[config.mk]
export PLATFORM = sky130hd
export DESIGN_NAME = dma_request_mux_router
export DESIGN_NICKNAME = d
export VERILOG_FILES = /design/src/hw/rtl/dmx_pkg.sv /design/src/hw/rtl/dma_request_mux_router.sv /design/src/hw/rtl/dmx_cell.sv
export SDC_FILE = /design/constraint.sdc
export NUM_CORES = 1
export LEC_CHECK = 0
export ABC_CLOCK_PERIOD_IN_PS = 8500
export BUFFER_PORTS_ARGS = -buffer_cell sky130_fd_sc_hd__buf_4
export CELL_PAD_IN_SITES_DETAIL_PLACEMENT = 2
export CELL_PAD_IN_SITES_GLOBAL_PLACEMENT = 2
export CORE_ASPECT_RATIO = 1.1
export CORE_UTILIZATION = 30
export CTS_BUF_LIST = sky130_fd_sc_hd__clkbuf_2 sky130_fd_sc_hd__clkbuf_4 sky130_fd_sc_hd__clkbuf_8
export CTS_CLUSTER_DIAMETER = 50
export CTS_CLUSTER_SIZE = 24
export DETAILED_ROUTE_END_ITERATION = 10
export HOLD_SLACK_MARGIN = 0.08
export PLACE_DENSITY_LB_ADDON = 0.05
export SKIP_LAST_GASP = 1
export SLEW_MARGIN = 20
export SYNTH_ARGS = -nofsm -noshare
export SYNTH_HDL_FRONTEND = slang
export SYNTH_SLANG_ARGS = --single-unit
export TNS_END_PERCENT = 100
[constraint.sdc]
create_clock -name clock -period 8.5 [get_ports clock]
set_clock_uncertainty 0.1 [all_clocks]
set_input_delay 1.275 -clock clock [delete_from_list [all_inputs] [get_ports clock]]
set_output_delay 1.275 -clock clock [all_outputs]
set_load 0.1 [all_outputs]
[src/hw/rtl/dmx_pkg.sv]
// ----------------------------------------------------------------------------
// dmx_pkg
// Shared types and constants for the DMA request multiplexer.
// ----------------------------------------------------------------------------
package dmx_pkg;

   localparam int CHANNELS_DEFAULT     = 16;
   localparam int WINDOW_BYTES_DEFAULT = 256;

   localparam int OFFSET_XOR    = 3;
   localparam int INSTANCE_BASE = 16;

   localparam logic [1:0] ACT_READ    = 2'd0;
   localparam logic [1:0] ACT_WRITE   = 2'd1;
   localparam logic [1:0] ACT_REQUEST = 2'd2;

   localparam logic RK_READ    = 1'b0;
   localparam logic RK_TRIGGER = 1'b1;

   localparam int ENABLE_POS = 7;

   typedef struct packed {
      logic [1:0]  action;
      logic [7:0]  byte_offset;
      logic [2:0]  access_bytes;
      logic [31:0] write_data;
      logic [5:0]  request_source;
   } req_type;

   typedef struct packed {
      logic        result_kind;
      logic [31:0] read_data;
      logic        access_error;
      logic [4:0]  trig_channel;
      logic        last;
   } rsp_type;

   // Broadcast from the sequencer to every channel cell
   typedef struct packed {
      logic        write;
      logic [7:0]  byte_offset;
      logic [2:0]  access_bytes;
      logic [31:0] write_data;
      logic [5:0]  source;
   } cell_ctl_type;

   typedef enum logic [1:0] {
      ST_IDLE,
      ST_SCAN,
      ST_FLUSH
   } state_type;

endpackage

[src/hw/rtl/dma_request_mux_router.sv]
// ----------------------------------------------------------------------------
// dma_request_mux_router
// DMA request multiplexer: per-channel enable/source bytes, bus access to
// them and fan-out of peripheral requests to matching DMA channels.
// ----------------------------------------------------------------------------
// Usage:
//  - Input words are taken at a clock edge with start high and busy low.
//    action selects a register read, a register write or a request event.
//  - Results come out on rsp for one cycle each, marked by rsp_strobe; the
//    receiver must take them as they come.
//  - A read gives one result in the cycle after acceptance and leaves busy
//    low. A write updates the channel bytes at the accepting edge, gives no
//    result and leaves busy low.
//  - A request sends a token down the row of channel cells, one cell per
//    cycle. busy stays high through ST_SCAN and ST_FLUSH; each match is held one
//    step so the final one can carry last. The trigger results are issued
//    from ST_SCAN and ST_FLUSH and registered onto rsp.
//  - csr_wdata sets the instance bit; the port is always ready. The user must
//    write it only while the block is idle; the block does not enforce this.
//  - Synchronous reset clears every channel byte (all disabled), the
//    instance bit and the sequencer.
// ----------------------------------------------------------------------------
module dma_request_mux_router #(
   parameter int CHANNELS     = dmx_pkg::CHANNELS_DEFAULT,
   parameter int WINDOW_BYTES = dmx_pkg::WINDOW_BYTES_DEFAULT
) (
   input  logic             clock,
   input  logic             reset,
   input  logic             start,
   output logic             busy,
   input  dmx_pkg::req_type req,
   output logic             rsp_strobe,
   output dmx_pkg::rsp_type rsp,
   input  logic             csr_valid,
   output logic             csr_ready,
   input  logic             csr_wdata
);
   import dmx_pkg::*;

   localparam int CW = $clog2(CHANNELS);

   state_type      state_ff, state_in;
   logic [CW-1:0]  cnt_ff, cnt_in;
   logic           pend_valid_ff, pend_valid_in;
   logic [CW-1:0]  pend_ch_ff, pend_ch_in;
   logic [5:0]     src_ff, src_in;
   logic           instance_ff, instance_in;
   logic           rsp_strobe_ff, rsp_strobe_in;
   rsp_type        rsp_ff, rsp_in;

   cell_ctl_type   ctl;
   logic           accept;
   logic           bad;
   logic           start_scan;
   logic           any_hit;
   logic [31:0]    read_word;
   logic [CHANNELS-1:0]      token;
   logic [CHANNELS-1:0]      hit;
   logic [CHANNELS-1:0][31:0] read_lane;

   genvar gi;
   generate
      for (gi = 0; gi < CHANNELS; gi++) begin : g_cell
         dmx_cell #(
            .INDEX    (gi),
            .CHANNELS (CHANNELS)
         ) u_cell (
            .clock     (clock),
            .reset     (reset),
            .ctl       (ctl),
            .token_in  ((gi == 0) ? start_scan : token[(gi == 0) ? 0 : gi - 1]),
            .token_out (token[gi]),
            .hit       (hit[gi]),
            .read_lane (read_lane[gi])
         );
      end
   endgenerate

   always_comb begin
      accept = start && !busy;
      bad    = (req.access_bytes > 3'd4) ||
               (({5'b0, req.byte_offset} + {10'b0, req.access_bytes}) >
                13'(WINDOW_BYTES));

      ctl.write        = accept && (req.action == ACT_WRITE) && !bad;
      ctl.byte_offset  = req.byte_offset;
      ctl.access_bytes = req.access_bytes;
      ctl.write_data   = req.write_data;
      ctl.source       = src_ff;

      read_word = 32'b0;
      for (int i = 0; i < CHANNELS; i++) begin
         read_word = read_word | read_lane[i];
      end
      any_hit = |hit;
   end

   // Sequencer: next state and outputs
   always_comb begin
      state_in      = state_ff;
      cnt_in        = cnt_ff;
      pend_valid_in = pend_valid_ff;
      pend_ch_in    = pend_ch_ff;
      src_in        = src_ff;
      start_scan    = 1'b0;
      rsp_strobe_in = 1'b0;
      rsp_in        = rsp_ff;
      instance_in   = (csr_valid && csr_ready) ? csr_wdata : instance_ff;

      unique case (state_ff)
         ST_IDLE: begin
            if (accept && (req.action == ACT_READ)) begin
               rsp_strobe_in       = 1'b1;
               rsp_in.result_kind  = RK_READ;
               rsp_in.read_data    = bad ? 32'b0 : read_word;
               rsp_in.access_error = bad;
               rsp_in.trig_channel = 5'b0;
               rsp_in.last         = 1'b1;
            end else if (accept && (req.action == ACT_REQUEST)) begin
               start_scan    = 1'b1;
               src_in        = req.request_source;
               cnt_in        = '0;
               pend_valid_in = 1'b0;
               state_in      = ST_SCAN;
            end
         end
         ST_SCAN: begin
            if (any_hit) begin
               // Release the held match now that a later one exists
               if (pend_valid_ff) begin
                  rsp_strobe_in       = 1'b1;
                  rsp_in.result_kind  = RK_TRIGGER;
                  rsp_in.read_data    = 32'b0;
                  rsp_in.access_error = 1'b0;
                  rsp_in.trig_channel = 5'(pend_ch_ff) |
                                        (instance_ff ? 5'(INSTANCE_BASE) : 5'b0);
                  rsp_in.last         = 1'b0;
               end
               pend_valid_in = 1'b1;
               pend_ch_in    = cnt_ff;
            end
            if (cnt_ff == CW'(CHANNELS - 1)) begin
               state_in = ST_FLUSH;
            end else begin
               cnt_in = cnt_ff + 1'b1;
            end
         end
         ST_FLUSH: begin
            if (pend_valid_ff) begin
               rsp_strobe_in       = 1'b1;
               rsp_in.result_kind  = RK_TRIGGER;
               rsp_in.read_data    = 32'b0;
               rsp_in.access_error = 1'b0;
               rsp_in.trig_channel = 5'(pend_ch_ff) |
                                     (instance_ff ? 5'(INSTANCE_BASE) : 5'b0);
               rsp_in.last         = 1'b1;
            end
            pend_valid_in = 1'b0;
            state_in      = ST_IDLE;
         end
         default: begin
            state_in = ST_IDLE;
         end
      endcase
   end

   always_ff @(posedge clock) begin
      if (reset) begin
         state_ff      <= ST_IDLE;
         cnt_ff        <= '0;
         pend_valid_ff <= 1'b0;
         instance_ff   <= 1'b0;
         rsp_strobe_ff <= 1'b0;
      end else begin
         state_ff      <= state_in;
         cnt_ff        <= cnt_in;
         pend_valid_ff <= pend_valid_in;
         instance_ff   <= instance_in;
         rsp_strobe_ff <= rsp_strobe_in;
      end
   end

   always_ff @(posedge clock) begin
      pend_ch_ff <= pend_ch_in;
      src_ff     <= src_in;
      rsp_ff     <= rsp_in;
   end

   assign busy       = (state_ff != ST_IDLE);
   assign csr_ready  = 1'b1;
   assign rsp_strobe = rsp_strobe_ff;
   assign rsp        = rsp_ff;

endmodule

[src/hw/rtl/dmx_cell.sv]
// ----------------------------------------------------------------------------
// dmx_cell
// One mux channel: holds its configuration byte, serves bus lanes that map
// to it and passes the scan token to the next channel.
// ----------------------------------------------------------------------------
module dmx_cell #(
   parameter int INDEX    = 0,
   parameter int CHANNELS = 16
) (
   input  logic                 clock,
   input  logic                 reset,
   input  dmx_pkg::cell_ctl_type ctl,
   input  logic                 token_in,
   output logic                 token_out,
   output logic                 hit,
   output logic [31:0]          read_lane
);
   import dmx_pkg::*;

   localparam logic [7:0] LaneOff = 8'(INDEX ^ OFFSET_XOR);
   localparam bit         Mapped  = (INDEX ^ OFFSET_XOR) < CHANNELS;

   logic [7:0] cfg_ff;
   logic [7:0] cfg_in;
   logic       token_ff;
   logic [7:0] lane_dist;
   logic [1:0] lane;
   logic       in_lane;
   logic       match;

   always_comb begin
      lane_dist = LaneOff - ctl.byte_offset;
      lane      = lane_dist[1:0];
      in_lane   = Mapped && (ctl.byte_offset <= LaneOff) &&
                  (lane_dist < {5'b0, ctl.access_bytes});
      cfg_in    = cfg_ff;
      if (ctl.write && in_lane) begin
         cfg_in = ctl.write_data[{lane, 3'b000} +: 8];
      end
      match     = cfg_ff[ENABLE_POS] && (cfg_ff[5:0] == ctl.source);
      read_lane = in_lane ? ({24'b0, cfg_ff} << {lane, 3'b000}) : 32'b0;
   end

   always_ff @(posedge clock) begin
      if (reset) begin
         cfg_ff   <= 8'b0;
         token_ff <= 1'b0;
      end else begin
         cfg_ff   <= cfg_in;
         token_ff <= token_in;
      end
   end

   assign token_out = token_ff;
   assign hit       = token_ff & match;

endmodule

==> results of run 1 <==
through the flow:
stage | hold slack (ps) | util | total power [mW] | setup slack (ps)
2_1_floorplan | 336.6 | - | 1.686 | 3487
3_3_place_gp | 349.5 | 0.3355 | 1.959 | 2688
3_5_place_dp | 359.9 | 0.3356 | 1.966 | 2671
4_1_cts | 353.6 | 0.3526 | 3.010 | 3295
5_1_grt | 369.8 | 0.3529 | 3.073 | 3038
6_report | 352.1 | 0.3530 | 2.984 | 3102
critical path, cell delays in order:
cell	delay [ps]
buf_4	470
inv_1	100
buf_4	300
ha_2	300
xor2_1	180
ha_1	300
a21oi_1	120
and3_1	580
and3_1	300
o21a_1	500
and2_0	610
a221oi_1	250
a41oi_1	320
flip-flops by register name, summed over array words and instances, names as in the netlist:
name                     count
g_cell.u_cell.cfg_ff       128
cnt_ff                       4
state_ff                     2
g_cell.u_cell.token_out     16
rsp                         40
pend_valid_ff                1
src_ff                       6
pend_ch_ff                   4
instance_ff                  1
rsp_strobe                   1
per-layer routing:
metal  part of all wire  global-route usage
met5            0.00016                   0
met4              0.052              0.1644
met3              0.074             0.05465
met2               0.45              0.5607
met1               0.42              0.4606
final cells by class:
class,count,area [µm²],area share
Antenna cell,1,2.502,0.0001553
Clock buffer,43,541.8,0.03362
Clock inverter,21,232.7,0.01444
Inverter,29,108.9,0.006755
Multi-Input combinational cell,1209,8818,0.5472
Sequential cell,203,4564,0.2832
Tap cell,588,735.7,0.04565
Timing Repair Buffer,147,1111,0.06894
worst min-delay path by stage:
stage | start | to | slack (ps) | cells past startpoint
2_1_floorplan | g_cell[7].u_cell.cfg_ff[6]$_SDFFE_PP0P_ | g_cell[7].u_cell.cfg_ff[6]$_SDFFE_PP0P_ | 340 | 2
6_report | g_cell[6].u_cell.token_out$_SDFF_PP0_ | g_cell[7].u_cell.token_out$_SDFF_PP0_ | 350 | 1
3_5_place_dp | g_cell[10].u_cell.token_out$_SDFF_PP0_ | g_cell[11].u_cell.token_out$_SDFF_PP0_ | 360 | 1
4_1_cts | g_cell[6].u_cell.token_out$_SDFF_PP0_ | g_cell[7].u_cell.token_out$_SDFF_PP0_ | 350 | 1
5_1_grt | g_cell[6].u_cell.token_out$_SDFF_PP0_ | g_cell[7].u_cell.token_out$_SDFF_PP0_ | 370 | 1
3_3_place_gp | g_cell[10].u_cell.token_out$_SDFF_PP0_ | g_cell[11].u_cell.token_out$_SDFF_PP0_ | 350 | 1
placed cells by master, fill, tap and decap left out, drive strengths merged, types with 28 or more instances in the layout:
cell / count
nor3: 31
o21ai: 51
mux2i: 92
xnor2: 51
mux4: 32
nor4: 31
nand4: 38
nand3: 65
ha: 39
and2: 28
nor2: 130
xor2: 51
buf: 147
inv: 36
nor2b: 35
dfxtp: 153
nand2: 140
clkbuf: 43
a21oi: 80
edfxtp: 50
cell families after synthesis:
family          Yosys count  share of synthesized area
flops                   203                     0.3285
fa+ha+maj                40                    0.03656
compound gates          387                     0.2037
mux                     126                     0.1198
xor+xnor                102                    0.06429
other cells               1                  0.0002699
simple gates            553                     0.2021
buf+inv                 151                    0.04484
power breakdown:
part | switching, mW | leakage (nW) | internal, mW
clock network | 0.501 | 0.398 | 0.537
registers | 0.0353 | 1.71 | 1.06
logic | 0.675 | 3.23 | 0.176
==> flow_summary.toml, run 1 <==
[run_status]
status = "finished clean"

[floorplan]
die_h_um = 227.7
fp.dieW_um = 207.2
coreArea_um2 = 45660
die_area_um2 = 47190
start_util = 0.3044
rows = 82
ios = 99

[detailed_routing]
routed_via_density = 6.465
first_iter_violations = 1689
drcViolationCount = 0
drt-total-wl_um = 83470
drtPass1Iterations = 5
ant_nets = 0
wl_per_cell_um = 37.24
vias = 14487

[cells_and_area]
layout.nets = 1721
area.growth.synth_to_final_pct = 15.97
final-instance-count-excl-fill = 2241
layout.cell_area.non_filler_um2 = 16120
fillers = 5090
layout-drive-gt1-share = 0.1719

[synth]
synth_top_area_cell = "dfxtp_1"
synth_area_per_cell_um2 = 8.890
synthTopCellsByCount = "dfxtp_1 (153), nand2_1 (140), nor2_1 (129)"
ys_top_cells_by_area = "dfxtp_1 (22%), edfxtp_1 (11%), mux2i_1 (6.6%)"
yosysMostFrequentCell = "dfxtp_1"
yosys_register_bits = 203
yosys.area.top_type_share = 0.2204
yosys_warnings = 0
ys_seq_area_frac = 0.3285
async_reset_ff_frac = 0
ys.flop_type = "dfxtp_1"
synthCells = 1563
synth.cell_area_um2 = 13900
synth_edf_count = 50
synth_fp_nets = 1659
synth.distinct_cells = 82

[placed_design]
routabilityCongestion = 1.003
hpwlAfterDp_um = 62100
place_inst = 2175
postPlaceCellArea_um2 = 15320
portBuffers = 97

[grt]
grt_pass1_wl_um = 117800
overflow = 0
first_global_vias = 14966
antenna_found_initial = 2
grt_usage = 0.3499
grt_max_degree = 63

[critical_path]
r2r_setup_slack_ps = 4870
path_class = "input pin to flop"
worstPathRequired_ps = 8800
r2r_cells = 7
critPathCapture = "rsp[12]$_DFFE_PP_"
crit_path_max_fanout = 40
rr_startpoint = "src_ff[5]$_DFFE_PP_"
start_kind = "input pin"
arrival_ps = 5700
rr_endpoint = "rsp[29]$_DFFE_PP_"
crit_start = "req[41]"
endpoint_kind = "flop"

[clocking]
cts_setup_buffers = 0
cts_made_buffers = 35
cts_resized = 0
clock_path_buffers = 3
cts-root-buf = "clkbuf_8"
ctsHoldBuffers = 0
cts.clk_slew.worst_paths_ps = 70
cts_max_level = 2
worstSkewPairLatency_ps = 620
cts.sinks = 203
cts_tree = "yes"

[min_path]
worstHoldPathType = "flop to flop"

[sta]
finalCriticalPeriod_ps = 5398
min_period_over_period = 0.6351
fmax_ghz = 0.1852
rsz0062_at_grt = "no"
tightest_slew_ps = 1433
setup_viol = 0
finalHoldViolCount = 0
worst_slew_margin_rel = 0.03681
finalSetupTns_ps = 0
slew_violations = 0

[run]
drv_cap = 0

[power_and_ir_drop]
vdd_drop_max_v = 0.00009932
p_leak_nw = 5.340
power.density_nw_per_um2 = 185.2
(Power assumes the default switching activity.)
==> run 2: changes to the inputs <==
--- a/config.mk
+++ b/config.mk
@@ -5,7 +5,7 @@
 export SDC_FILE = /design/constraint.sdc
 export NUM_CORES = 1
 export LEC_CHECK = 0
-export ABC_CLOCK_PERIOD_IN_PS = 8500
+export ABC_CLOCK_PERIOD_IN_PS = 4500
 export BUFFER_PORTS_ARGS = -buffer_cell sky130_fd_sc_hd__buf_4
 export CELL_PAD_IN_SITES_DETAIL_PLACEMENT = 2
 export CELL_PAD_IN_SITES_GLOBAL_PLACEMENT = 2
==> constraint.sdc (replaced) <==
create_clock -name clock -period 4.5 [get_ports clock]
set_clock_uncertainty 0.1 [all_clocks]
set_input_delay 0.675 -clock clock [delete_from_list [all_inputs] [get_ports clock]]
set_output_delay 0.675 -clock clock [all_outputs]
set_load 0.1 [all_outputs]
==> flow_summary.toml, run 2 (synthesis results as in run 1) <==
[critical_path]
rr_endpoint = "rsp[21]$_DFFE_PP_"
worstPathRequired_ps = 4750
path_delay_family = "compound AO/OA/AOI/OAI gates"
cp_slowest_cell = "a32oi_1"
cpPeakStageDelay_ps = 590
start_kind = "input pin"
crit_cells = 11
endpoint_kind = "flop"
crit_path_max_fanout = 15
rr_startpoint = "src_ff[2]$_DFFE_PP_"
r2r_setup_slack_ps = 1030
worst-path-buf-inv = 3
cp_cell_sequence = "buf_4, inv_1, ha_1, inv_1, ha_1, a211o_1, nor3_2, a32oi_1, nand4_1, nor3_1, a41oi_1"
arrival_ps = 3940
critPathCapture = "rsp[32]$_DFFE_PP_"
r2r_cells = 9
crit_start = "req[43]"
path_class = "input pin to flop"

[sta]
rsz0062_at_grt = "no"
finalHoldViolCount = 0
finalSetupTns_ps = 0
setup_viol = 0
worst_slew_margin_rel = 0.1930
min_period_over_period = 0.8203
finalCriticalPeriod_ps = 3691
fmax_ghz = 0.2709
whs_ps = 158.8
slew_violations = 0
tightest_slew_ps = 1210

[power_and_ir_drop]
pwr-share-clk = 0.350
power.density_nw_per_um2 = 344.1
comb_power_share = 0.289
internal-power_mw = 3.441
p_leak_nw = 5.618
seqPwrFrac = 0.361
p_sw_frac = 0.3974
vdd_drop_max_v = 0.0002520
netSwitchingPower_mw = 2.269
p_total_mw = 5.710

[detailed_routing]
drcViolationCount = 0
wl_per_cell_um = 37.41
drtPass1Iterations = 6
drt-total-wl_um = 85740
ant_nets = 0
vias = 14664
routed_via_density = 6.398
first_iter_violations = 1375

[floorplan]
rows = 82
fp.dieW_um = 207.2
start_util = 0.3044
ios = 99
coreArea_um2 = 45660
die_h_um = 227.7
die_area_um2 = 47190

[placed_design]
routabilityCongestion = 1.037
hpwlAfterDp_um = 64470
portBuffers = 97
postPlaceCellArea_um2 = 15740

[min_path]
worstHoldPathType = "input pin to flop"

[clocking]
cts_max_level = 1
worstSkewPairLatency_ps = 670
cts_tree = "yes"
cts_setup_buffers = 0
clock_path_buffers = 3
ctsHoldBuffers = 6
cts.clk_slew.worst_paths_ps = 90
cts-root-buf = "clkbuf_8"
cts.sinks = 203
cts_resized = 0
cts_made_buffers = 30

[cells_and_area]
largest_reg_flops = 128
layout-drive-gt1-share = 0.1881
layout.nets = 1773
final_cell_mix = "buf_4 (189), dfxtp_1 (153), nand2_1 (140)"
layout.cell_area.non_filler_um2 = 16600
final_util = 0.3635
regMostFlops = "g_cell.u_cell.cfg_ff"
area.growth.synth_to_final_pct = 19.43
final_common_cell = "buf_4"
fillers = 5087

[grt]
antenna_found_initial = 2
grt_max_degree = 61
grt_pass1_wl_um = 120300
grt_usage = 0.3588
overflow = 0
first_global_vias = 15421

[run]
drv_cap = 0

[run_status]
status = "finished clean"
==> run 2: cell count changes in the layout (fill, tap and decap cells not counted), sizes merged <==
cell / before / now
buf: 147 / 198
bufinv: 3 / 6
clkbuf: 43 / 34
clkinv: 7 / 5
clkinvlp: 4 / 3
diode: 1 / 3
dlygate4sd3: 0 / 6
inv: 36 / 37
==> run 2: tightest hold or removal path, stage by stage <==
cell and delay (ps):
buf_4 80, mux2i_1 50, nor2_1 70
==> run 2: per-stage QoR <==
stage / instances / setup WS [ps]
finish: 2292 / 808.5
global route: 2289 / 809.6
CTS: 2288 / 1043
detailed placement: 2226 / 372.5
global placement: 2226 / 409.5
floorplan: 1563 / 87.22
==> run 2: routing by layer <==
metal / wire length (µm) / global-route usage
met3: 7106 / 0.07558
met5: 0 / 0
met4: 5080 / 0.1922
met2: 39190 / 0.5833
met1: 34370 / 0.4449
==> run 2: area by class of cell <==
type / count / area (µm²) / share of cell area
Multi-Input combinational cell: 1209 / 8753 / 0.5274
Sequential cell: 203 / 4564 / 0.2750
Timing Repair Buffer: 204 / 1654 / 0.09967
Tap cell: 588 / 735.7 / 0.04433
Clock buffer: 34 / 455.4 / 0.02744
Clock inverter: 22 / 316.6 / 0.01907
Inverter: 29 / 108.9 / 0.006559
Antenna cell: 3 / 7.507 / 0.0004524
==> run 2: how the worst min path moves through the flow <==
| stage | from | end | slack (ps) | cells past startpoint |
|---|---|---|---|---|
| floorplan | g_cell[7].u_cell.cfg_ff[6]$_SDFFE_PP0P_ | g_cell[7].u_cell.cfg_ff[6]$_SDFFE_PP0P_ | 340 | 2 |
| global placement | g_cell[8].u_cell.token_out$_SDFF_PP0_ | g_cell[9].u_cell.token_out$_SDFF_PP0_ | 350 | 1 |
| detailed placement | g_cell[7].u_cell.token_out$_SDFF_PP0_ | g_cell[8].u_cell.token_out$_SDFF_PP0_ | 360 | 1 |
| CTS | csr_wdata | instance_ff$_SDFFE_PP0P_ | 130 | 3 |
| global route | csr_wdata | instance_ff$_SDFFE_PP0P_ | 190 | 3 |
| finish | csr_wdata | instance_ff$_SDFFE_PP0P_ | 160 | 3 |
==> run 2: power by group through the flow <==
stage	Clock [mW]	Combinational (mW)	Sequential [mW]
2_1_floorplan	0	0.489	2.70
3_3_place_gp	0	1.63	2.11
3_5_place_dp	0	1.64	2.11
4_1_cts	2.04	1.64	2.07
5_1_grt	2.11	1.70	2.07
6_report	2.00	1.65	2.06
==> run 3: changes to the inputs <==
--- a/config.mk
+++ b/config.mk
@@ -5,7 +5,7 @@
 export SDC_FILE = /design/constraint.sdc
 export NUM_CORES = 1
 export LEC_CHECK = 0
-export ABC_CLOCK_PERIOD_IN_PS = 4500
+export ABC_CLOCK_PERIOD_IN_PS = 3500
 export BUFFER_PORTS_ARGS = -buffer_cell sky130_fd_sc_hd__buf_4
 export CELL_PAD_IN_SITES_DETAIL_PLACEMENT = 2
 export CELL_PAD_IN_SITES_GLOBAL_PLACEMENT = 2
==> constraint.sdc (replaced) <==
create_clock -name clock -period 3.5 [get_ports clock]
set_clock_uncertainty 0.1 [all_clocks]
set_input_delay 0.525 -clock clock [delete_from_list [all_inputs] [get_ports clock]]
set_output_delay 0.525 -clock clock [all_outputs]
set_load 0.1 [all_outputs]
==> flow_summary.toml, run 3 (synthesis results as in run 1) <==
[detailed_routing]
drcViolationCount = 0
routed_via_density = 6.249
drtPass1Iterations = 7
wl_per_cell_um = 35.28
ant_nets = 0
first_iter_violations = 1336
vias = 15528
drt-total-wl_um = 87680

[clocking]
ctsHoldBuffers = 8
cts_tree = "yes"
cts_setup_buffers = 0
worstSkewPairLatency_ps = 670
clock_path_buffers = 3
cts.clk_slew.worst_paths_ps = 100
cts-root-buf = "clkbuf_8"
cts_max_level = 1
cts_made_buffers = 29
cts_resized = 0
cts.sinks = 203

[sta]
setup_viol = 0
fmax_ghz = 0.3049
rsz0062_at_grt = "no"
worst_slew_margin_rel = 0.3278
tightest_slew_ps = 1001
slew_violations = 0
min_period_over_period = 0.9372
finalCriticalPeriod_ps = 3280
finalSetupTns_ps = 0
finalHoldViolCount = 0

[power_and_ir_drop]
netSwitchingPower_mw = 2.936
p_total_mw = 7.262
p_leak_nw = 6.652
power.density_nw_per_um2 = 397.7
comb_power_share = 0.304
vdd_drop_max_v = 0.0003241
internal-power_mw = 4.326
seqPwrFrac = 0.362
p_sw_frac = 0.4043
pwr-share-clk = 0.334

[grt]
overflow = 0
grt_max_degree = 67
antenna_found_initial = 2
grt_pass1_wl_um = 122700
grt_usage = 0.3652
first_global_vias = 16122

[critical_path]
r2r_setup_slack_ps = 220
worstPathRequired_ps = 3670
path_class = "flop to flop"
endpoint_kind = "flop"
start_kind = "flop"
critPathCapture = "rsp[8]$_DFFE_PP_"
cp_cell_sequence = "xor2_1, nor4_1, nand4_1, nand4_1, nor4_1, buf_4, a21oi_4, buf_12"
crit_start = "src_ff[0]$_DFFE_PP_"
crit_path_max_fanout = 40
cpPeakStageDelay_ps = 820
rr_endpoint = "rsp[8]$_DFFE_PP_"
rr_startpoint = "src_ff[0]$_DFFE_PP_"
arrival_ps = 3450
r2r_cells = 8
cp_slowest_cell = "edfxtp_1"

[floorplan]
die_h_um = 227.7
die_area_um2 = 47190
rows = 82
ios = 99
fp.dieW_um = 207.2
start_util = 0.3044
coreArea_um2 = 45660

[min_path]
worstHoldPathType = "input pin to flop"
holdPathStages = 3

[cells_and_area]
largest_reg_flops = 128
fillers = 5050
regMostFlops = "g_cell.u_cell.cfg_ff"
final-instance-count-excl-fill = 2485
final_cell_mix = "buf_4 (374), dfxtp_1 (153), nand2_1 (139)"
area.growth.synth_to_final_pct = 31.39
final_common_cell = "buf_4"
layout.nets = 1970
layout-drive-gt1-share = 0.2758

[placed_design]
portBuffers = 97
hpwlAfterDp_um = 68310
place_inst = 2423
routabilityCongestion = 1.033

[run]
drv_cap = 0

[run_status]
status = "finished clean"
[run 3: layout make-up]
class                   count  area, µm²  area share
diodes                      1      2.502   0.0001371
clock buffers              32      434.2     0.02378
clock inverters            21      310.3     0.01700
inverters                  29      113.9    0.006236
multi-input cells        1209       8808      0.4825
flip-flops and latches    203       4564      0.2500
well taps                 588      735.7     0.04030
repair buffers            402       3288      0.1801
[run 3: worst max-delay path: cells and delay by family (launching register included)]
kind / cells / cell delay [ps]
flip-flops: 1 / 820
buffers and inverters: 2 / 410
AND/OR/NAND/NOR: 4 / 1050
XOR/XNOR: 1 / 240
AO/OA/AOI/OAI: 1 / 170
[run 3: routing by layer]
layer	vias to the layer above	part of all wire	global-route usage
met5	-	0.00023	0
met4	4	0.056	0.1812
met3	244	0.076	0.06085
met2	788	0.46	0.5973
met1	7970	0.41	0.4652
li1	6522	-	-
[run 3: stage by stage]
step | hold slack [ps] | instance area (µm²) | setup slack, ps | utilization
after floorplan | 336.6 | 14060 | -4.538 | -
after detailed placement | 359.4 | 17430 | -316.8 | 0.3818
after CTS | 152.8 | 18260 | 274.1 | 0.3998
final | 165.4 | 18260 | 219.7 | 0.3999
after global routing | 192.4 | 18260 | 171.8 | 0.3998
after global placement | 359.8 | 17430 | -233.6 | 0.3818
[run 3: power groups by stage]
stage | registers [mW] | logic, mW | clock network (mW)
finish | 2.63 | 2.21 | 2.42
global route | 2.64 | 2.28 | 2.56
CTS | 2.63 | 2.21 | 2.48
detailed placement | 2.69 | 2.20 | 0
global placement | 2.68 | 2.17 | 0
floorplan | 3.46 | 0.653 | 0
[run 3: worst min-delay path by stage]
stage,start,to,slack [ps]
2_1_floorplan,g_cell[7].u_cell.cfg_ff[6]$_SDFFE_PP0P_,g_cell[7].u_cell.cfg_ff[6]$_SDFFE_PP0P_,340
3_3_place_gp,g_cell[4].u_cell.token_out$_SDFF_PP0_,g_cell[5].u_cell.token_out$_SDFF_PP0_,360
3_5_place_dp,g_cell[4].u_cell.token_out$_SDFF_PP0_,g_cell[5].u_cell.token_out$_SDFF_PP0_,360
4_1_cts,start,g_cell[0].u_cell.token_out$_SDFF_PP0_,150
5_1_grt,start,g_cell[0].u_cell.token_out$_SDFF_PP0_,190
6_report,start,g_cell[0].u_cell.token_out$_SDFF_PP0_,170
